**src/hw/rtl/bdq_pkg.sv**
```systemverilog
// bounded deque package: operation codes, status codes, default depth
// and the command and status structs between controller and datapath
// no dependencies
package bdq_pkg;

  // default number of entries
  localparam int BDQ_DEPTH = 16;

  // operation codes carried on func
  typedef enum logic [1:0] {
    OP_PUSH_BACK  = 2'd0,
    OP_POP_BACK   = 2'd1,
    OP_POP_FRONT  = 2'd2,
    OP_PUSH_FRONT = 2'd3
  } op_t;

  // result status codes
  localparam logic [1:0] ST_OK    = 2'd0;
  localparam logic [1:0] ST_FULL  = 2'd1;
  localparam logic [1:0] ST_EMPTY = 2'd2;

  // controller to datapath
  typedef struct packed {
    logic start;  // input beat accepted: update pointers, touch memory
    logic load;   // move pending result into output register
  } bdq_cmd_t;

  // datapath to controller
  typedef struct packed {
    logic out_free;  // output register can take a result this cycle
  } bdq_stat_t;

endpackage

```
**src/hw/rtl/bdq_ctrl.sv**
```systemverilog
// bounded deque controller: accepts an input beat, then waits for the
// memory read and a free output register before returning to idle
// depends on bdq_pkg
module bdq_ctrl import bdq_pkg::*; (
  input  logic      clk,
  input  logic      rst,
  input  logic      in_valid,
  output logic      in_ready,
  input  bdq_stat_t stat,
  output bdq_cmd_t  cmd
);

  typedef enum logic {
    S_IDLE,
    S_EXEC
  } state_t;

  state_t state;

  // handshake and commands
  always_comb begin
    in_ready  = (state == S_IDLE);
    cmd.start = in_valid && (state == S_IDLE);
    cmd.load  = (state == S_EXEC) && stat.out_free;
  end

  // state register
  always_ff @(posedge clk) begin
    if (rst) begin
      state <= S_IDLE;
    end else begin
      case (state)
        S_IDLE: begin
          if (in_valid) begin
            state <= S_EXEC;
          end
        end
        S_EXEC: begin
          if (stat.out_free) begin
            state <= S_IDLE;
          end
        end
        default: begin
          state <= S_IDLE;
        end
      endcase
    end
  end

endmodule

```
**src/hw/rtl/bdq_datapath.sv**
```systemverilog
// bounded deque datapath: circular buffer memory, head/tail pointers,
// occupancy counter, pending result and output register
// depends on bdq_pkg
module bdq_datapath import bdq_pkg::*; #(
  parameter int DEPTH = BDQ_DEPTH
) (
  input  logic       clk,
  input  logic       rst,
  input  bdq_cmd_t   cmd,
  output bdq_stat_t  stat,
  input  logic [1:0] func,
  input  logic [7:0] value,
  input  logic       out_ready,
  output logic       out_valid,
  output logic [7:0] data,
  output logic [1:0] status,
  output logic [4:0] occupancy
);

  localparam int AW = (DEPTH > 1) ? $clog2(DEPTH) : 1;
  localparam int CW = $clog2(DEPTH + 1);

  logic [AW-1:0] head, tail;
  logic [AW-1:0] head_next, tail_next;
  logic [CW-1:0] count, count_next;
  logic [7:0]    mem [DEPTH];
  logic [7:0]    rd_data;

  logic          pend_pop;
  logic [1:0]    pend_status;
  logic [4:0]    pend_occ;

  logic          is_push, full, empty;
  logic          wr_en, rd_en;
  logic [AW-1:0] wr_addr, rd_addr;
  logic [AW-1:0] head_inc, head_dec, tail_inc, tail_dec;
  logic [1:0]    status_next;

  // pointer neighbors with wrap at any depth
  always_comb begin
    head_inc = (head == AW'(DEPTH - 1)) ? '0 : head + AW'(1);
    head_dec = (head == '0) ? AW'(DEPTH - 1) : head - AW'(1);
    tail_inc = (tail == AW'(DEPTH - 1)) ? '0 : tail + AW'(1);
    tail_dec = (tail == '0) ? AW'(DEPTH - 1) : tail - AW'(1);
  end

  // operation decode
  always_comb begin
    is_push     = (func == OP_PUSH_BACK) || (func == OP_PUSH_FRONT);
    full        = (count == CW'(DEPTH));
    empty       = (count == '0);
    head_next   = head;
    tail_next   = tail;
    count_next  = count;
    wr_en       = 1'b0;
    rd_en       = 1'b0;
    wr_addr     = tail;
    rd_addr     = head;
    status_next = ST_OK;
    if (is_push && full) begin
      status_next = ST_FULL;
    end else if (!is_push && empty) begin
      status_next = ST_EMPTY;
    end else begin
      case (func)
        OP_PUSH_BACK: begin
          wr_en      = 1'b1;
          wr_addr    = tail;
          tail_next  = tail_inc;
          count_next = count + CW'(1);
        end
        OP_POP_BACK: begin
          rd_en      = 1'b1;
          rd_addr    = tail_dec;
          tail_next  = tail_dec;
          count_next = count - CW'(1);
        end
        OP_POP_FRONT: begin
          rd_en      = 1'b1;
          rd_addr    = head;
          head_next  = head_inc;
          count_next = count - CW'(1);
        end
        OP_PUSH_FRONT: begin
          wr_en      = 1'b1;
          wr_addr    = head_dec;
          head_next  = head_dec;
          count_next = count + CW'(1);
        end
        default: begin
          status_next = ST_OK;
        end
      endcase
    end
  end

  // buffer memory, registered read
  always_ff @(posedge clk) begin
    if (cmd.start && wr_en) begin
      mem[wr_addr] <= value;
    end
    if (cmd.start && rd_en) begin
      rd_data <= mem[rd_addr];
    end
  end

  // pointers and counter
  always_ff @(posedge clk) begin
    if (rst) begin
      head  <= '0;
      tail  <= '0;
      count <= '0;
    end else if (cmd.start) begin
      head  <= head_next;
      tail  <= tail_next;
      count <= count_next;
    end
  end

  // pending result of the accepted beat
  always_ff @(posedge clk) begin
    if (cmd.start) begin
      pend_pop    <= rd_en;
      pend_status <= status_next;
      pend_occ    <= 5'(count_next);
    end
  end

  // output register
  always_ff @(posedge clk) begin
    if (rst) begin
      out_valid <= 1'b0;
    end else if (cmd.load) begin
      out_valid <= 1'b1;
    end else if (out_ready) begin
      out_valid <= 1'b0;
    end
  end

  always_ff @(posedge clk) begin
    if (cmd.load) begin
      data      <= pend_pop ? rd_data : 8'd0;
      status    <= pend_status;
      occupancy <= pend_occ;
    end
  end

  assign stat.out_free = !out_valid || out_ready;

`ifndef SYNTHESIS
  a_count_bound: assert property (@(posedge clk) disable iff (rst)
    count <= CW'(DEPTH))
    else $error("occupancy counter above depth");

  a_push_grows: assert property (@(posedge clk) disable iff (rst)
    cmd.start && is_push && !full |=> count == $past(count) + CW'(1))
    else $error("accepted push did not grow the counter");

  a_empty_ptrs: assert property (@(posedge clk) disable iff (rst)
    count == '0 |-> head == tail)
    else $error("empty deque with unequal pointers");

  a_load_shows: assert property (@(posedge clk) disable iff (rst)
    cmd.load |=> out_valid)
    else $error("loaded result not presented");
`endif

endmodule

```
**src/hw/rtl/bounded_deque_top.sv**
```systemverilog
// channel  dir  handshake              payload
// in       in   in_valid / in_ready    func, value
// out      out  out_valid / out_ready  data, status, occupancy
//
// each operation is an accept followed by the registered memory read
// the output register lets the next beat be accepted while a result waits
// a new beat's result loads only once the output register is free
// synchronous active-high reset empties the deque; entries are not cleared
// top level of the bounded deque; depends on bdq_pkg, bdq_ctrl, bdq_datapath
module bounded_deque_top import bdq_pkg::*; #(
  parameter int DEPTH = BDQ_DEPTH
) (
  input  logic       clk,
  input  logic       rst,
  input  logic       in_valid,
  output logic       in_ready,
  input  logic [1:0] func,
  input  logic [7:0] value,
  output logic       out_valid,
  input  logic       out_ready,
  output logic [7:0] data,
  output logic [1:0] status,
  output logic [4:0] occupancy
);

  bdq_cmd_t  cmd;
  bdq_stat_t stat;

  // sequencing
  bdq_ctrl u_ctrl (
    .clk      (clk),
    .rst      (rst),
    .in_valid (in_valid),
    .in_ready (in_ready),
    .stat     (stat),
    .cmd      (cmd)
  );

  // storage and result path
  bdq_datapath #(
    .DEPTH (DEPTH)
  ) u_datapath (
    .clk       (clk),
    .rst       (rst),
    .cmd       (cmd),
    .stat      (stat),
    .func      (func),
    .value     (value),
    .out_ready (out_ready),
    .out_valid (out_valid),
    .data      (data),
    .status    (status),
    .occupancy (occupancy)
  );

endmodule

```
**config.mk**
```make
export PLATFORM = sky130hd
export DESIGN_NAME = bounded_deque_top
export DESIGN_NICKNAME = d
export VERILOG_FILES = /design/src/hw/rtl/bdq_pkg.sv /design/src/hw/rtl/bdq_ctrl.sv /design/src/hw/rtl/bdq_datapath.sv /design/src/hw/rtl/bounded_deque_top.sv
export SDC_FILE = /design/constraint.sdc
export NUM_CORES = 1
export LEC_CHECK = 0
export ABC_AREA = 0
export BUFFER_PORTS_ARGS = -buffer_cell sky130_fd_sc_hd__buf_4
export CAP_MARGIN = 20
export CELL_PAD_IN_SITES_DETAIL_PLACEMENT = 0
export CELL_PAD_IN_SITES_GLOBAL_PLACEMENT = 2
export CORE_MARGIN = 2
export CORE_UTILIZATION = 48
export DETAILED_ROUTE_END_ITERATION = 6
export PLACE_DENSITY = 0.93
export REMOVE_ABC_BUFFERS = 1
export SLEW_MARGIN = 20
export SYNTH_ARGS = -nofsm -noshare
export SYNTH_HDL_FRONTEND = slang
export SYNTH_SLANG_ARGS = --single-unit
export TNS_END_PERCENT = 30
```
**constraint.sdc**
```tcl
create_clock -name clk -period 5.29 [get_ports clk]
set_input_delay 0.7935 -clock clk [delete_from_list [all_inputs] [get_ports clk]]
set_output_delay 0.7935 -clock clk [all_outputs]
set_load 0.03 [all_outputs]
```
### Yosys cells after proc, flatten, opt, wreduce, memory -nomap -nowiden

Memories as Yosys holds them, arrays and structs flattened. A register that Yosys moved wholly into a read port is not among the register bits.
Cells that the tools add are included.
W data, S select, Z words.

* bits in registers: 38
* memory bits (writable): 128
* input bits: 14
* output and inout bits: 17
* logic and storage cells: 77
* memories kept: 1

Memories
* u_datapath.mem: words 16, bits a word 8, rd ports 1, clocked after Yosys merged registers in 1, wr ports 1, RTL line bdq_datapath.sv:26 `logic [7:0] mem [DEPTH];`

* add/subtract/negate cells: 6
* equal/unequal tests: 6
* mux-type cells: 29
* bitwise logic cells: 3
* reduce and logical (&&, ||, !) cells: 21

Operator list (count)
* $mux W4: 10
* $pmux W4 S2: 2
* $mux W1: 12
* $mux W5: 2
* $pmux W5 S2: 1
* $add A4 B1 Y4 const B: 2
* $eq A4 B4 Y1 const B: 2
* $logic_not A4 Y1: 2
* $reduce_and A4 Y1: 2
* $sub A4 B1 Y4 const B: 2
* $logic_and A1 B1 Y1: 6
* $reduce_bool A2 Y1: 3
* $add A5 B1 Y5 const B: 1
* $eq A5 B5 Y1 const B: 1
* $logic_not A5 Y1: 1
* $sub A5 B1 Y5 const B: 1
* $eq A2 B2 Y1 const B: 2
* $reduce_or A2 Y1: 2
* $not A1 Y1: 3
* $eq A2 B1 Y1 const B: 1
* $logic_not A1 Y1: 2
* $logic_not A2 Y1: 1
* $logic_or A1 B1 Y1: 2
* $mux W2: 1
* $pmux W1 S2: 1

### Logic depth before layout (Yosys ltp)

Gate-level depths: netlist of the first run.

* word-level depth: 9
* depth in mapped cells: 13
* depth with buffers taken out: 10

### Modules after synthesis

Synthesis of the first run repeated with hierarchy kept, for this count alone.

* cells, all modules: 489
* area, all modules: 7364.6 um2

By module, submodules not included
* bdq_datapath: times used 1, cells each 483, area each 7312.0 um2, seq. area each 5054.8 um2
* bdq_ctrl: times used 1, cells each 6, area each 52.6 um2, seq. area each 20.0 um2

### Worst setup path after synthesis of the first run

No wires, ideal clock.

* kind: input port to flip-flop
* start: in func[0]
* end: reg u_datapath.rd_data[6], read port of u_datapath.mem (data pin)
* library setup time: 260 ps
* data arrival time: 2901 ps
* required time: 5030 ps
* setup slack: 2129 ps
* stages: 12
* buffers on the path: 3
* path through: inv_1 -> ha_1 -> clkbuf_1 -> xnor2_1 -> o21ai_2 -> a21boi_1 -> buf_4 -> buf_6 -> mux2i_1 -> mux2i_1 -> o22ai_1 -> nor3_2

* word-level cells in the longest chain between the ends: 7
* elaborated cells on any way between the ends: 16
* those cells by class: 3 x eq/ne; 6 x mux; 7 x reduce/logical

RTL lines
* start: declaration: RTL line bounded_deque_top.sv:17 `input logic [1:0] func,`
* $eq A2 B2 Y1 or $logic_not A2 Y1 (tied branches): RTL line bdq_datapath.sv:49 `is_push = (func == OP_PUSH_BACK) || (func == OP_PUSH_FRONT);`
* $logic_or A1 B1 Y1: RTL line bdq_datapath.sv:49
* $logic_not A1 Y1: RTL line bdq_datapath.sv:62 `end else if (!is_push && empty) begin`
* $logic_and A1 B1 Y1: RTL line bdq_datapath.sv:62
* $mux W1: RTL line bdq_datapath.sv:62
* $mux W1: RTL line bdq_datapath.sv:60 `if (is_push && full) begin`
* $logic_and A1 B1 Y1: RTL line bdq_datapath.sv:102 `if (cmd.start && rd_en) begin`
* end: declaration: RTL line bdq_datapath.sv:27 `logic [7:0] rd_data;`

Several ways; a longest one is shown, not always the timed one.
A chain may end at the register's enable or synchronous reset.

### Worst setup path after layout of the first run

* start: in func[0]
* end: reg u_datapath.rd_data[1], read port of u_datapath.mem (data pin)

The elaborated chain is that of the path after synthesis.

==> summary.txt, run 1 <==
Root Buffer = clkbuf_16
final worst-path cycle share = 71.22%
final hold violations = 0
grt total ovfl = 0
Critical Path AT = 3.94 ns
worst reg2reg path depth = 7
DPL Wire Length = 9905 µm
#FFs+latches synth = 174
Flop pwr share = 47.8%
drt via density = 5.677
Die W = 128.5 µm
Yosys cell types = 48
HP Class = flop to flop
Clock Skews = 0.007119 ns
Crit path required time = 5.46 ns
power share of the clock group = 37.4%
Comb pwr share = 14.8%
site row count = 45
CP cell instances = buf_4, inv_1, ha_1, xnor2_1, o21ai_2, a21boi_4, buf_4, mux2i_1, mux2i_1, o22ai_1, nor3_1
Critical-path top delay cell = a21boi_4
Layout area overhead = 12.97%
WL/cell = 19.50 µm
Cell Count, Final, Fillers Out = 744
H-Tree Depth = 4
Primary FF master, synth = edfxtp_1
TritonCTS clock tree = done
final WL = 14510 µm
Max transition margin = 25.08%
peak per-stage delay on the critical path = 0.81 ns
Mean Syn Cell Area = 14.65 µm²
PwrDens = 397.6 mW/mm²
CTS sink cnt = 174
CTS Buffer Depth = 2
RSZ-0062 raised after global routing = false
Antenna Nets Post-Route = 0
CP Class = input port to flop
status = finished, final reports clean
Final Max Slew Viols = 0
critical path capture point type = flop
hold depth = 0
Finish-stage setup viols = 0
CTS Buf Count = 17
nets@finish = 568
cell count after placement = 711
initial antenna violation count = 1
largest net degree at the start of global routing = 24
Pint = 0.002507 W
Mapped Cells = 508
layout cells sized above 1 = 13.15%
CORE AREA = 0.01520 mm²
Tmin final = 3.768 ns
Max Fanout on Critical Path = 23
Total GRT Usage = 18.35%
vias in the first global route = 4029
Clock Latency Late Sink = 0.42 ns
boundary pin count = 31
Setup Total Neg Slack = 0 ns
DIE HEIGHT = 128.5 µm
worst-margin pin slew = 1.119 ns
Critical Path Source Type = input port
EDFF count, synth = 159
FFs w/ async S/R, synth = 0%
post-synthesis cell area = 0.007445 mm²
VDD IR max = 288.6 µV
Starting Density = 48.97%
register area share after synthesis = 68.17%
switching share of power = 25.03%
sw power = 0.0008369 W
first-pass GRT wire length = 22230 µm
synth warn = 0
area of the die = 0.01652 mm²
CTS Hold Bufs = 0
post-cts resize count = 0
Max Fclk = 0.2654 GHz
DRC viols = 0
drt pass-1 iters = 4
Via Count = 4224
Port Buffer Count = 30
maxcap violations = 0
post-CTS setup buffers = 0
Worst-path clk slew = 0.06 ns
Initial DRC Count = 359
leak pwr = 2.895 nW
GPL Wtd Cong = 0.8109
## cells in the mapped netlist, drive strengths merged, types with 6 or more instances
| master | number | share of area, % |
|---|---|---|
| nand2 | 30 | 1.5 |
| o22ai | 8 | 0.67 |
| clkbuf | 9 | 0.45 |
| o21ai | 15 | 1.2 |
| nor3 | 14 | 1.0 |
| nor2 | 43 | 2.2 |
| xnor2 | 6 | 0.71 |
| dfxtp | 15 | 4.0 |
| ha | 11 | 1.8 |
| inv | 10 | 0.50 |
| edfxtp | 159 | 64 |
| buf | 11 | 1.4 |
| and2 | 10 | 0.84 |
| a22o | 15 | 1.8 |
| mux2i | 81 | 11 |
| a21oi | 20 | 1.4 |
## cell families (layout without fill, tap and decap cells)
logic type / Yosys count / after routing / share of synthesized area (%)
other: 0 / 1 / 0
AO/OA/AOI/OAI: 83 / 83 / 7.630
adder cells (fa/ha/maj): 12 / 12 / 2.118
AND/OR/NAND/NOR: 115 / 115 / 7.176
flip-flops: 174 / 174 / 68.17
multiplexers: 84 / 84 / 11.34
XOR/XNOR: 10 / 10 / 1.176
buffers and inverters: 30 / 77 / 2.386
## power groups by stage
stage                     sequential (W)  combinational [W]  clock [W]
after floorplan                  0.00164           0.000345          0
after global placement           0.00163           0.000480          0
after detailed placement         0.00163           0.000493          0
after CTS                        0.00160           0.000497    0.00127
after global routing             0.00161           0.000539    0.00132
final                            0.00160           0.000494    0.00125
## layer usage
layer  vias to the layer above  track usage (%)  wire length, µm
li1                       2006                -                -
met3                        16            3.742              624
met4                         0            6.458              191
met1                      2086            24.53             6591
met2                       116            30.16             7098
met5                         -                0                0
## worst max-delay path, delay by kind of cell
| family | cells | cell delay (ns) |
|---|---|---|
| buffers and inverters | 3 | 0.51 |
| multiplexers | 2 | 0.32 |
| AND/OR/NAND/NOR | 1 | 0.08 |
| AO/OA/AOI/OAI | 3 | 1.18 |
| XOR/XNOR | 1 | 0.55 |
| adder cells (fa/ha/maj) | 1 | 0.49 |
## flip-flops by register name (all words and copies together) (netlist names), 2 cells and up
signal and count:
u_datapath.occupancy 5, u_datapath.pend_status 2, u_datapath.count 5, u_datapath.tail 4, u_datapath.rd_data 8, u_datapath.head 4
u_datapath.mem 128, u_datapath.pend_occ 5, u_datapath.status 2, u_datapath.data 8
## cells in the final DEF, fill, tap and decap left out, drive strengths merged, types with 6 or more instances in the layout
master | Yosys | layout
mux2i | 81 | 81
o22ai | 8 | 8
a21oi | 20 | 20
o21ai | 15 | 15
nor3 | 14 | 14
ha | 11 | 11
edfxtp | 159 | 159
dfxtp | 15 | 15
clkbuf | 9 | 18
inv | 10 | 13
xnor2 | 6 | 6
nor2 | 43 | 43
nand2 | 30 | 30
a22o | 15 | 15
clkinv | 0 | 6
buf | 11 | 35
and2 | 10 | 10
## final timing paths
| kind | start | to | slack (ns) |
|---|---|---|---|
| setup / recovery | func[0] | u_datapath.rd_data[1] | 1.52 |
| hold / removal | u_datapath.pend_occ[0] | u_datapath.occupancy[0] | 0.42 |
| setup reg to reg | u_datapath.count[0] | u_datapath.mem[6][3] | 1.84 |
| hold reg to reg | u_datapath.pend_occ[0] | u_datapath.occupancy[0] | 0.42 |
## layout make-up
type,instances,area (µm²)
Clock inverter,14,165.2
Clock buffer,18,429.2
Multi-Input combinational cell,304,2203
Tap cell,188,235.2
Timing Repair Buffer,35,262.8
Fill cell,1187,6792
Inverter,10,37.54
Sequential cell,174,5075
Antenna cell,1,2.502
## stage by stage
stage          setup WS (ns)  area [µm²]  power, W  hold WS, ns  utilization [%]
2_1_floorplan         0.1126        7305  0.001983       0.4003                -
3_3_place_gp           1.263        7814  0.002107       0.4007            51.40
6_report               1.523        8411  0.003344       0.4173            55.33
3_5_place_dp           1.112        7814  0.002121       0.4045            51.40
4_1_cts                1.521        8408  0.003364       0.4192            55.31
5_1_grt                1.245        8408  0.003464       0.4300            55.31
(Power assumes the default switching activity.)
==> run 2, diff against run 1 <==
--- a/config.mk
+++ b/config.mk
@@ -11,9 +11,9 @@
 export CELL_PAD_IN_SITES_DETAIL_PLACEMENT = 0
 export CELL_PAD_IN_SITES_GLOBAL_PLACEMENT = 2
 export CORE_MARGIN = 2
-export CORE_UTILIZATION = 48
+export CORE_UTILIZATION = 40
 export DETAILED_ROUTE_END_ITERATION = 6
-export PLACE_DENSITY = 0.93
+export PLACE_DENSITY = 0.84
 export REMOVE_ABC_BUFFERS = 1
 export SLEW_MARGIN = 20
 export SYNTH_ARGS = -nofsm -noshare
==> constraint.sdc (replaced) <==
create_clock -name clk -period 3.07 [get_ports clk]
set_input_delay 0.4605 -clock clk [delete_from_list [all_inputs] [get_ports clk]]
set_output_delay 0.4605 -clock clk [all_outputs]
set_load 0.03 [all_outputs]
==> run 2 against run 1 <==
Compared with the run above:
- clock power rose by 70%
- critical path type is now flop to flop
- worst setup slack lost 1.3 ns
- register-to-register slack lost 1.6 ns
- critical path depth down 3
- via count is 3.0% higher
- global-route usage down 1.9 points
- sequential cell count did not move
- combinational power up 93%
- design area up 4.0%
- routed wire length up 4.4%
- sequential power increased by 72%
==> summary.txt, run 2 (same netlist as run 1, synthesis figures left out) <==
Crit path top cell by count = buf_4
Root Buffer = clkbuf_16
grt total ovfl = 0 (unchanged)
Max Fanout on Critical Path = 10 (-57%)
Final Max Slew Viols = 0 (unchanged)
first-pass GRT wire length = 24250 µm (+9.1%)
Critical Path AT = 3.08 ns (-0.86 ns)
Worst-path clk slew = 0.06 ns (about the same)
max reg flops = 128 (unchanged)
Max transition margin = 61.02% (+36 points)
routed wl met3 = 768 µm (+23%)
status = finished, final reports clean
Port Buffer Count = 30 (unchanged)
Clock Skews = 0.009701 ns (+0.002582 ns)
vias in the first global route = 4380 (+8.7%)
DRC viols = 0 (unchanged)
CTS Buf Count = 17 (unchanged)
Antenna Nets Post-Route = 0 (unchanged)
HP Class = input port to flop
GPL Wtd Cong = 0.7809 (-3.7%)
Finish-stage setup viols = 0 (unchanged)
Layout area overhead = 17.51%
Hold Slack = 0.3232 ns (-0.09409 ns)
DIE HEIGHT = 140.4 µm (+9.3%)
Critical Path Source Type = flop
WP buf/inv = 2 (-1)
drt via density = 5.311 (-6.4%)
initial antenna violation count = 0 (-1)
final WL = 15150 µm (+4.4%)
CP Class = flop to flop
final worst-path cycle share = 91.69%
peak per-stage delay on the critical path = 0.62 ns (-0.19 ns)
worst-margin pin slew = 0.5809 ns (-0.5377 ns)
biggest regs = u_datapath.mem x128, u_datapath.data x8, u_datapath.rd_data x8
drt pass-1 iters = 4 (unchanged)
Critical-path top delay cell = or4_4
leak pwr = 3.083 nW (+6.5%)
Starting Density = 41.16% (-7.8 points)
pre-CTS WS = 0.05619 ns (-1.056 ns)
Clock Latency Late Sink = 0.42 ns (about the same)
Initial DRC Count = 366 (+1.9%)
TritonCTS clock tree = done
Crit path required time = 3.34 ns (-2.12 ns)
boundary pin count = 31 (unchanged)
Max Fclk = 0.3553 GHz
critical path capture point type = flop
CORE AREA = 0.01809 mm² (+19%)
CP cell instances = or4_4, o21a_1, o21ai_4, buf_4, buf_4, mux2i_1, o22ai_1, nor3_1
CTS Buffer Depth = 2 (unchanged)
area of the die = 0.01972 mm² (+19%)
RSZ-0062 raised after global routing = false
final hold violations = 0 (unchanged)
VDD IR max = 407.9 µV (+41%)
maxcap violations = 0 (unchanged)
most common cell after layout, fill and taps aside = edfxtp_1
PwrDens = 665.1 mW/mm² (+67%)
cell area after layout = 0.008748 mm² (+4.0%)
Met2 Wirelength = 7442 µm (+4.8%)
CTS Hold Bufs = 0 (unchanged)
H-Tree Depth = 4 (unchanged)
Top reg by flops = u_datapath.mem
Setup Total Neg Slack = 0 ns (unchanged)
WL/cell = 18.50 µm (-5.1%)
Die W = 140.4 µm (+9.3%)
Total GRT Usage = 16.42% (-1.9 points)
Layout fillers = 1531 (+29%)
CP delay by family, top = simple AND/OR/NAND/NOR gates
nets@finish = 605 (+6.5%)
Via Count = 4350 (+3.0%)
CTS sink cnt = 174 (unchanged)
Tmin final = 2.815 ns
Final WS setup = 0.2551 ns (-1.267 ns)
DPL Wire Length = 10650 µm (+7.5%)
met1 wire length = 6781 µm (+2.9%)
dpl cell area = 0.008168 mm² (+4.5%)
layout cells sized above 1 = 18.31% (+5.2 points)
most frequent cells in the layout = edfxtp_1, mux2i_1, buf_4
largest net degree at the start of global routing = 17 (-29%)
site row count = 49 (+8.9%)
n_diodes = 0 (-1)
Max Used Layer = met4
[run 2: cell count changes in the layout (fill, tap and decap cells not counted)]
| cell | before | now |
|---|---|---|
| clkinv_2 | 3 | 2 |
| buf_4 | 35 | 70 |
| inv_6 | 2 | 1 |
| clkinv_1 | 2 | 1 |
| buf_12 | 0 | 2 |
| clkbuf_1 | 1 | 3 |
| clkinvlp_4 | 2 | 1 |
| diode_2 | 1 | 0 |
| or4_1 | 2 | 1 |
| or4_4 | 0 | 1 |
[run 2: final cells by class]
type	instances	area (µm²)	area share, %
Clock inverter	10	140.1	1.602
Sequential cell	174	5075	58.01
Inverter	10	37.54	0.4291
Clock buffer	20	436.7	4.991
Timing Repair Buffer	72	565.5	6.465
Multi-Input combinational cell	304	2207	25.23
Tap cell	229	286.5	3.275
[run 2: where the power goes]
| group | switching (W) | total, W | internal, W | leakage (nW) |
|---|---|---|---|---|
| clock | 0.000844 | 0.00212 | 0.00127 | 0.280 |
| combinational | 0.000542 | 0.000952 | 0.000409 | 1.24 |
| sequential | 0.0000456 | 0.00275 | 0.00270 | 1.57 |
| total | 0.00143 | 0.00582 | 0.00439 | 3.08 |
[run 2: stage by stage]
stage	instances	utilization, %	total power (W)
after floorplan	488	-	0.003417
after global routing	819	48.37	0.006059
final	819	48.37	0.005819
after global placement	789	45.16	0.003726
after detailed placement	789	45.16	0.003748
after CTS	819	48.35	0.005864
[run 2: repair_timing]
item,in CTS,in global routing
setup endpoints to repair,0,4
buffers inserted,0,0
gates resized for setup,0,1
[run 2: worst paths after layout]
path | endpoint | slack [ns] | cells past startpoint | start
worst min register to register | u_datapath.occupancy[3] | 0.42 | 0 | u_datapath.pend_occ[3]
worst max register to register | u_datapath.rd_data[1] | 0.26 | 8 | u_datapath.count[1]
worst min-delay path | u_ctrl.state | 0.32 | 3 | in_valid
worst max-delay path | u_datapath.rd_data[1] | 0.26 | 8 | u_datapath.count[1]
[run 2: tightest hold or removal path: stages]
cell    delay (ns)
buf_4         0.08
nor2_1        0.03
nor3_1        0.12
[run 2: layer usage]
layer	vias to the layer above	global-route usage [%]
li1	2070	-
met1	2157	22.01
met2	109	26.75
met3	14	3.624
met4	0	5.369
met5	-	0
==> run 3, diff against run 2 <==
--- a/config.mk
+++ b/config.mk
@@ -13,6 +13,7 @@
 export CORE_MARGIN = 2
 export CORE_UTILIZATION = 40
 export DETAILED_ROUTE_END_ITERATION = 6
+export GPL_TIMING_DRIVEN = 0
 export PLACE_DENSITY = 0.84
 export REMOVE_ABC_BUFFERS = 1
 export SLEW_MARGIN = 20
==> run 3 against run 2 <==
Compared with the run above:
- via count is 3.4% lower
- non-clock buffer count fell by 35
- worst hold slack improved by 0.0096 ns
- worst setup slack worse by 0.14 ns
- largest cell class unchanged
- largest power group unchanged
==> summary.txt, run 3 (same netlist as run 1, synthesis figures left out) <==
final WL = 14720 µm (-2.8%)
layout cells sized above 1 = 19.03% (+0.73 points)
maxcap violations = 0 (unchanged)
final hold violations = 0 (unchanged)
DIE HEIGHT = 140.4 µm (unchanged)
grt total ovfl = 0 (unchanged)
critical path capture point type = flop
Clock Skews = 0.01299 ns (+0.003293 ns)
vias in the first global route = 4198 (-4.2%)
worst-margin pin slew = 0.8779 ns (+0.2971 ns)
initial antenna violation count = 0 (unchanged)
Clock Latency Late Sink = 0.43 ns (about the same)
nets@finish = 570 (-5.8%)
Top reg by flops = u_datapath.mem
most common cell after layout, fill and taps aside = edfxtp_1
HP Class = input port to flop
Crit path required time = 3.32 ns (-0.02 ns)
Layout area overhead = 17.65%
cell area after layout = 0.008758 mm² (+0.11%)
Layout fillers = 1524 (-0.46%)
first-pass GRT wire length = 22740 µm (-6.2%)
Root Buffer = clkbuf_16
Max transition margin = 41.47% (-20 points)
GPL Wtd Cong = 0.7685 (-1.6%)
CTS sink cnt = 174 (unchanged)
CORE AREA = 0.01809 mm² (unchanged)
largest net degree at the start of global routing = 19 (+2)
Max Fanout on Critical Path = 15 (+5)
CTS Buffer Depth = 2 (unchanged)
dpl cell area = 0.007969 mm² (-2.4%)
Die W = 140.4 µm (unchanged)
Finish-stage setup viols = 0 (unchanged)
n_diodes = 0 (unchanged)
Max Fclk = 0.3387 GHz (-4.7%)
Starting Density = 41.16% (unchanged)
Setup Total Neg Slack = 0 ns (unchanged)
CTS Buf Count = 17 (unchanged)
Via Count = 4202 (-3.4%)
boundary pin count = 31 (unchanged)
Finished Core Util = 48.43% (+0.055 points)
PwrDens = 670.0 mW/mm² (+0.73%)
drt pass-1 iters = 4 (unchanged)
drt via density = 5.346 (+0.65%)
biggest regs = u_datapath.mem x128, u_datapath.data x8, u_datapath.rd_data x8
Critical Path Source Type = flop
status = finished, final reports clean
Final Max Slew Viols = 0 (unchanged)
Total GRT Usage = 15.53% (-0.90 points)
max reg flops = 128 (unchanged)
Critical Path AT = 3.20 ns (+0.12 ns)
total power = 0.005868 W (+0.84%)
DPL Wire Length = 9887 µm (-7.1%)
TritonCTS clock tree = done
DRC viols = 0 (unchanged)
area of the die = 0.01972 mm² (unchanged)
H-Tree Depth = 4 (unchanged)
Worst-path clk slew = 0.07 ns (about the same)
Antenna Nets Post-Route = 0 (unchanged)
most frequent cells in the layout = edfxtp_1, mux2i_1, buf_4
CP Class = flop to flop
Tmin final = 2.953 ns (+0.1379 ns)
leak pwr = 2.958 nW (-4.1%)
final worst-path cycle share = 96.18% (+4.5 points)
WL/cell = 18.73 µm (+1.3%)
Initial DRC Count = 316 (-14%)
Port Buffer Count = 30 (unchanged)
VDD IR max = 410.5 µV (+0.64%)
site row count = 49 (unchanged)
run 3: what timing repair did:
action,4_1_cts,5_1_grt
setup endpoints to repair,136,136
setup buffers,2,0
pin swaps,1,0
resized for setup,22,21
hold buffers,0,0
run 3: area by class of cell:
| cell class | instances | area (µm²) | area share, % |
|---|---|---|---|
| Multi-Input combinational cell | 304 | 2381 | 27.19 |
| Clock inverter | 15 | 175.2 | 2.000 |
| Tap cell | 229 | 286.5 | 3.271 |
| Clock buffer | 17 | 425.4 | 4.857 |
| Inverter | 10 | 37.54 | 0.4286 |
| Timing Repair Buffer | 37 | 377.9 | 4.314 |
| Sequential cell | 174 | 5075 | 57.94 |
run 3: critical path, stage by stage, from the launching register on:
cell and delay, ns:
dfxtp_1 0.39, or4_4 0.65, o21a_2 0.34, o21ai_4 0.24
buf_16 0.21, buf_16 0.18, mux2i_1 0.32, o22ai_1 0.18
nor3_2 0.25
run 3: metrics by stage:
stage	cells	hold slack, ns	worst slack (ns)
global route	786	0.3406	-0.003670
finish	786	0.3328	0.1172
global placement	747	0.4015	-3.582
CTS	786	0.3245	-0.02413
detailed placement	752	0.4080	-0.6841
floorplan	488	0.4003	-1.774
run 3: power breakdown:
part	leakage [nW]	internal (W)	switching (W)	total, W
combinational	1.10	0.000410	0.000585	0.000995
sequential	1.57	0.00270	0.0000481	0.00275
clock	0.292	0.00116	0.000960	0.00212
run 3: worst paths after layout:
path | cells after the start | slack [ns] | to | startpoint
hold / removal | 3 | 0.33 | u_ctrl.state | in_valid
hold reg to reg | 0 | 0.42 | u_datapath.occupancy[1] | u_datapath.pend_occ[1]
setup / recovery | 8 | 0.12 | u_datapath.rd_data[7] | u_datapath.count[0]
setup reg to reg | 8 | 0.12 | u_datapath.rd_data[7] | u_datapath.count[0]
run 3: per-layer routing:
layer	vias up	track usage [%]	share of wire, %
met2	77	26.37	51
met4	0	5.582	0.98
li1	2010	-	-
met3	7	3.521	3.9
met5	-	0	0
met1	2108	19.59	45
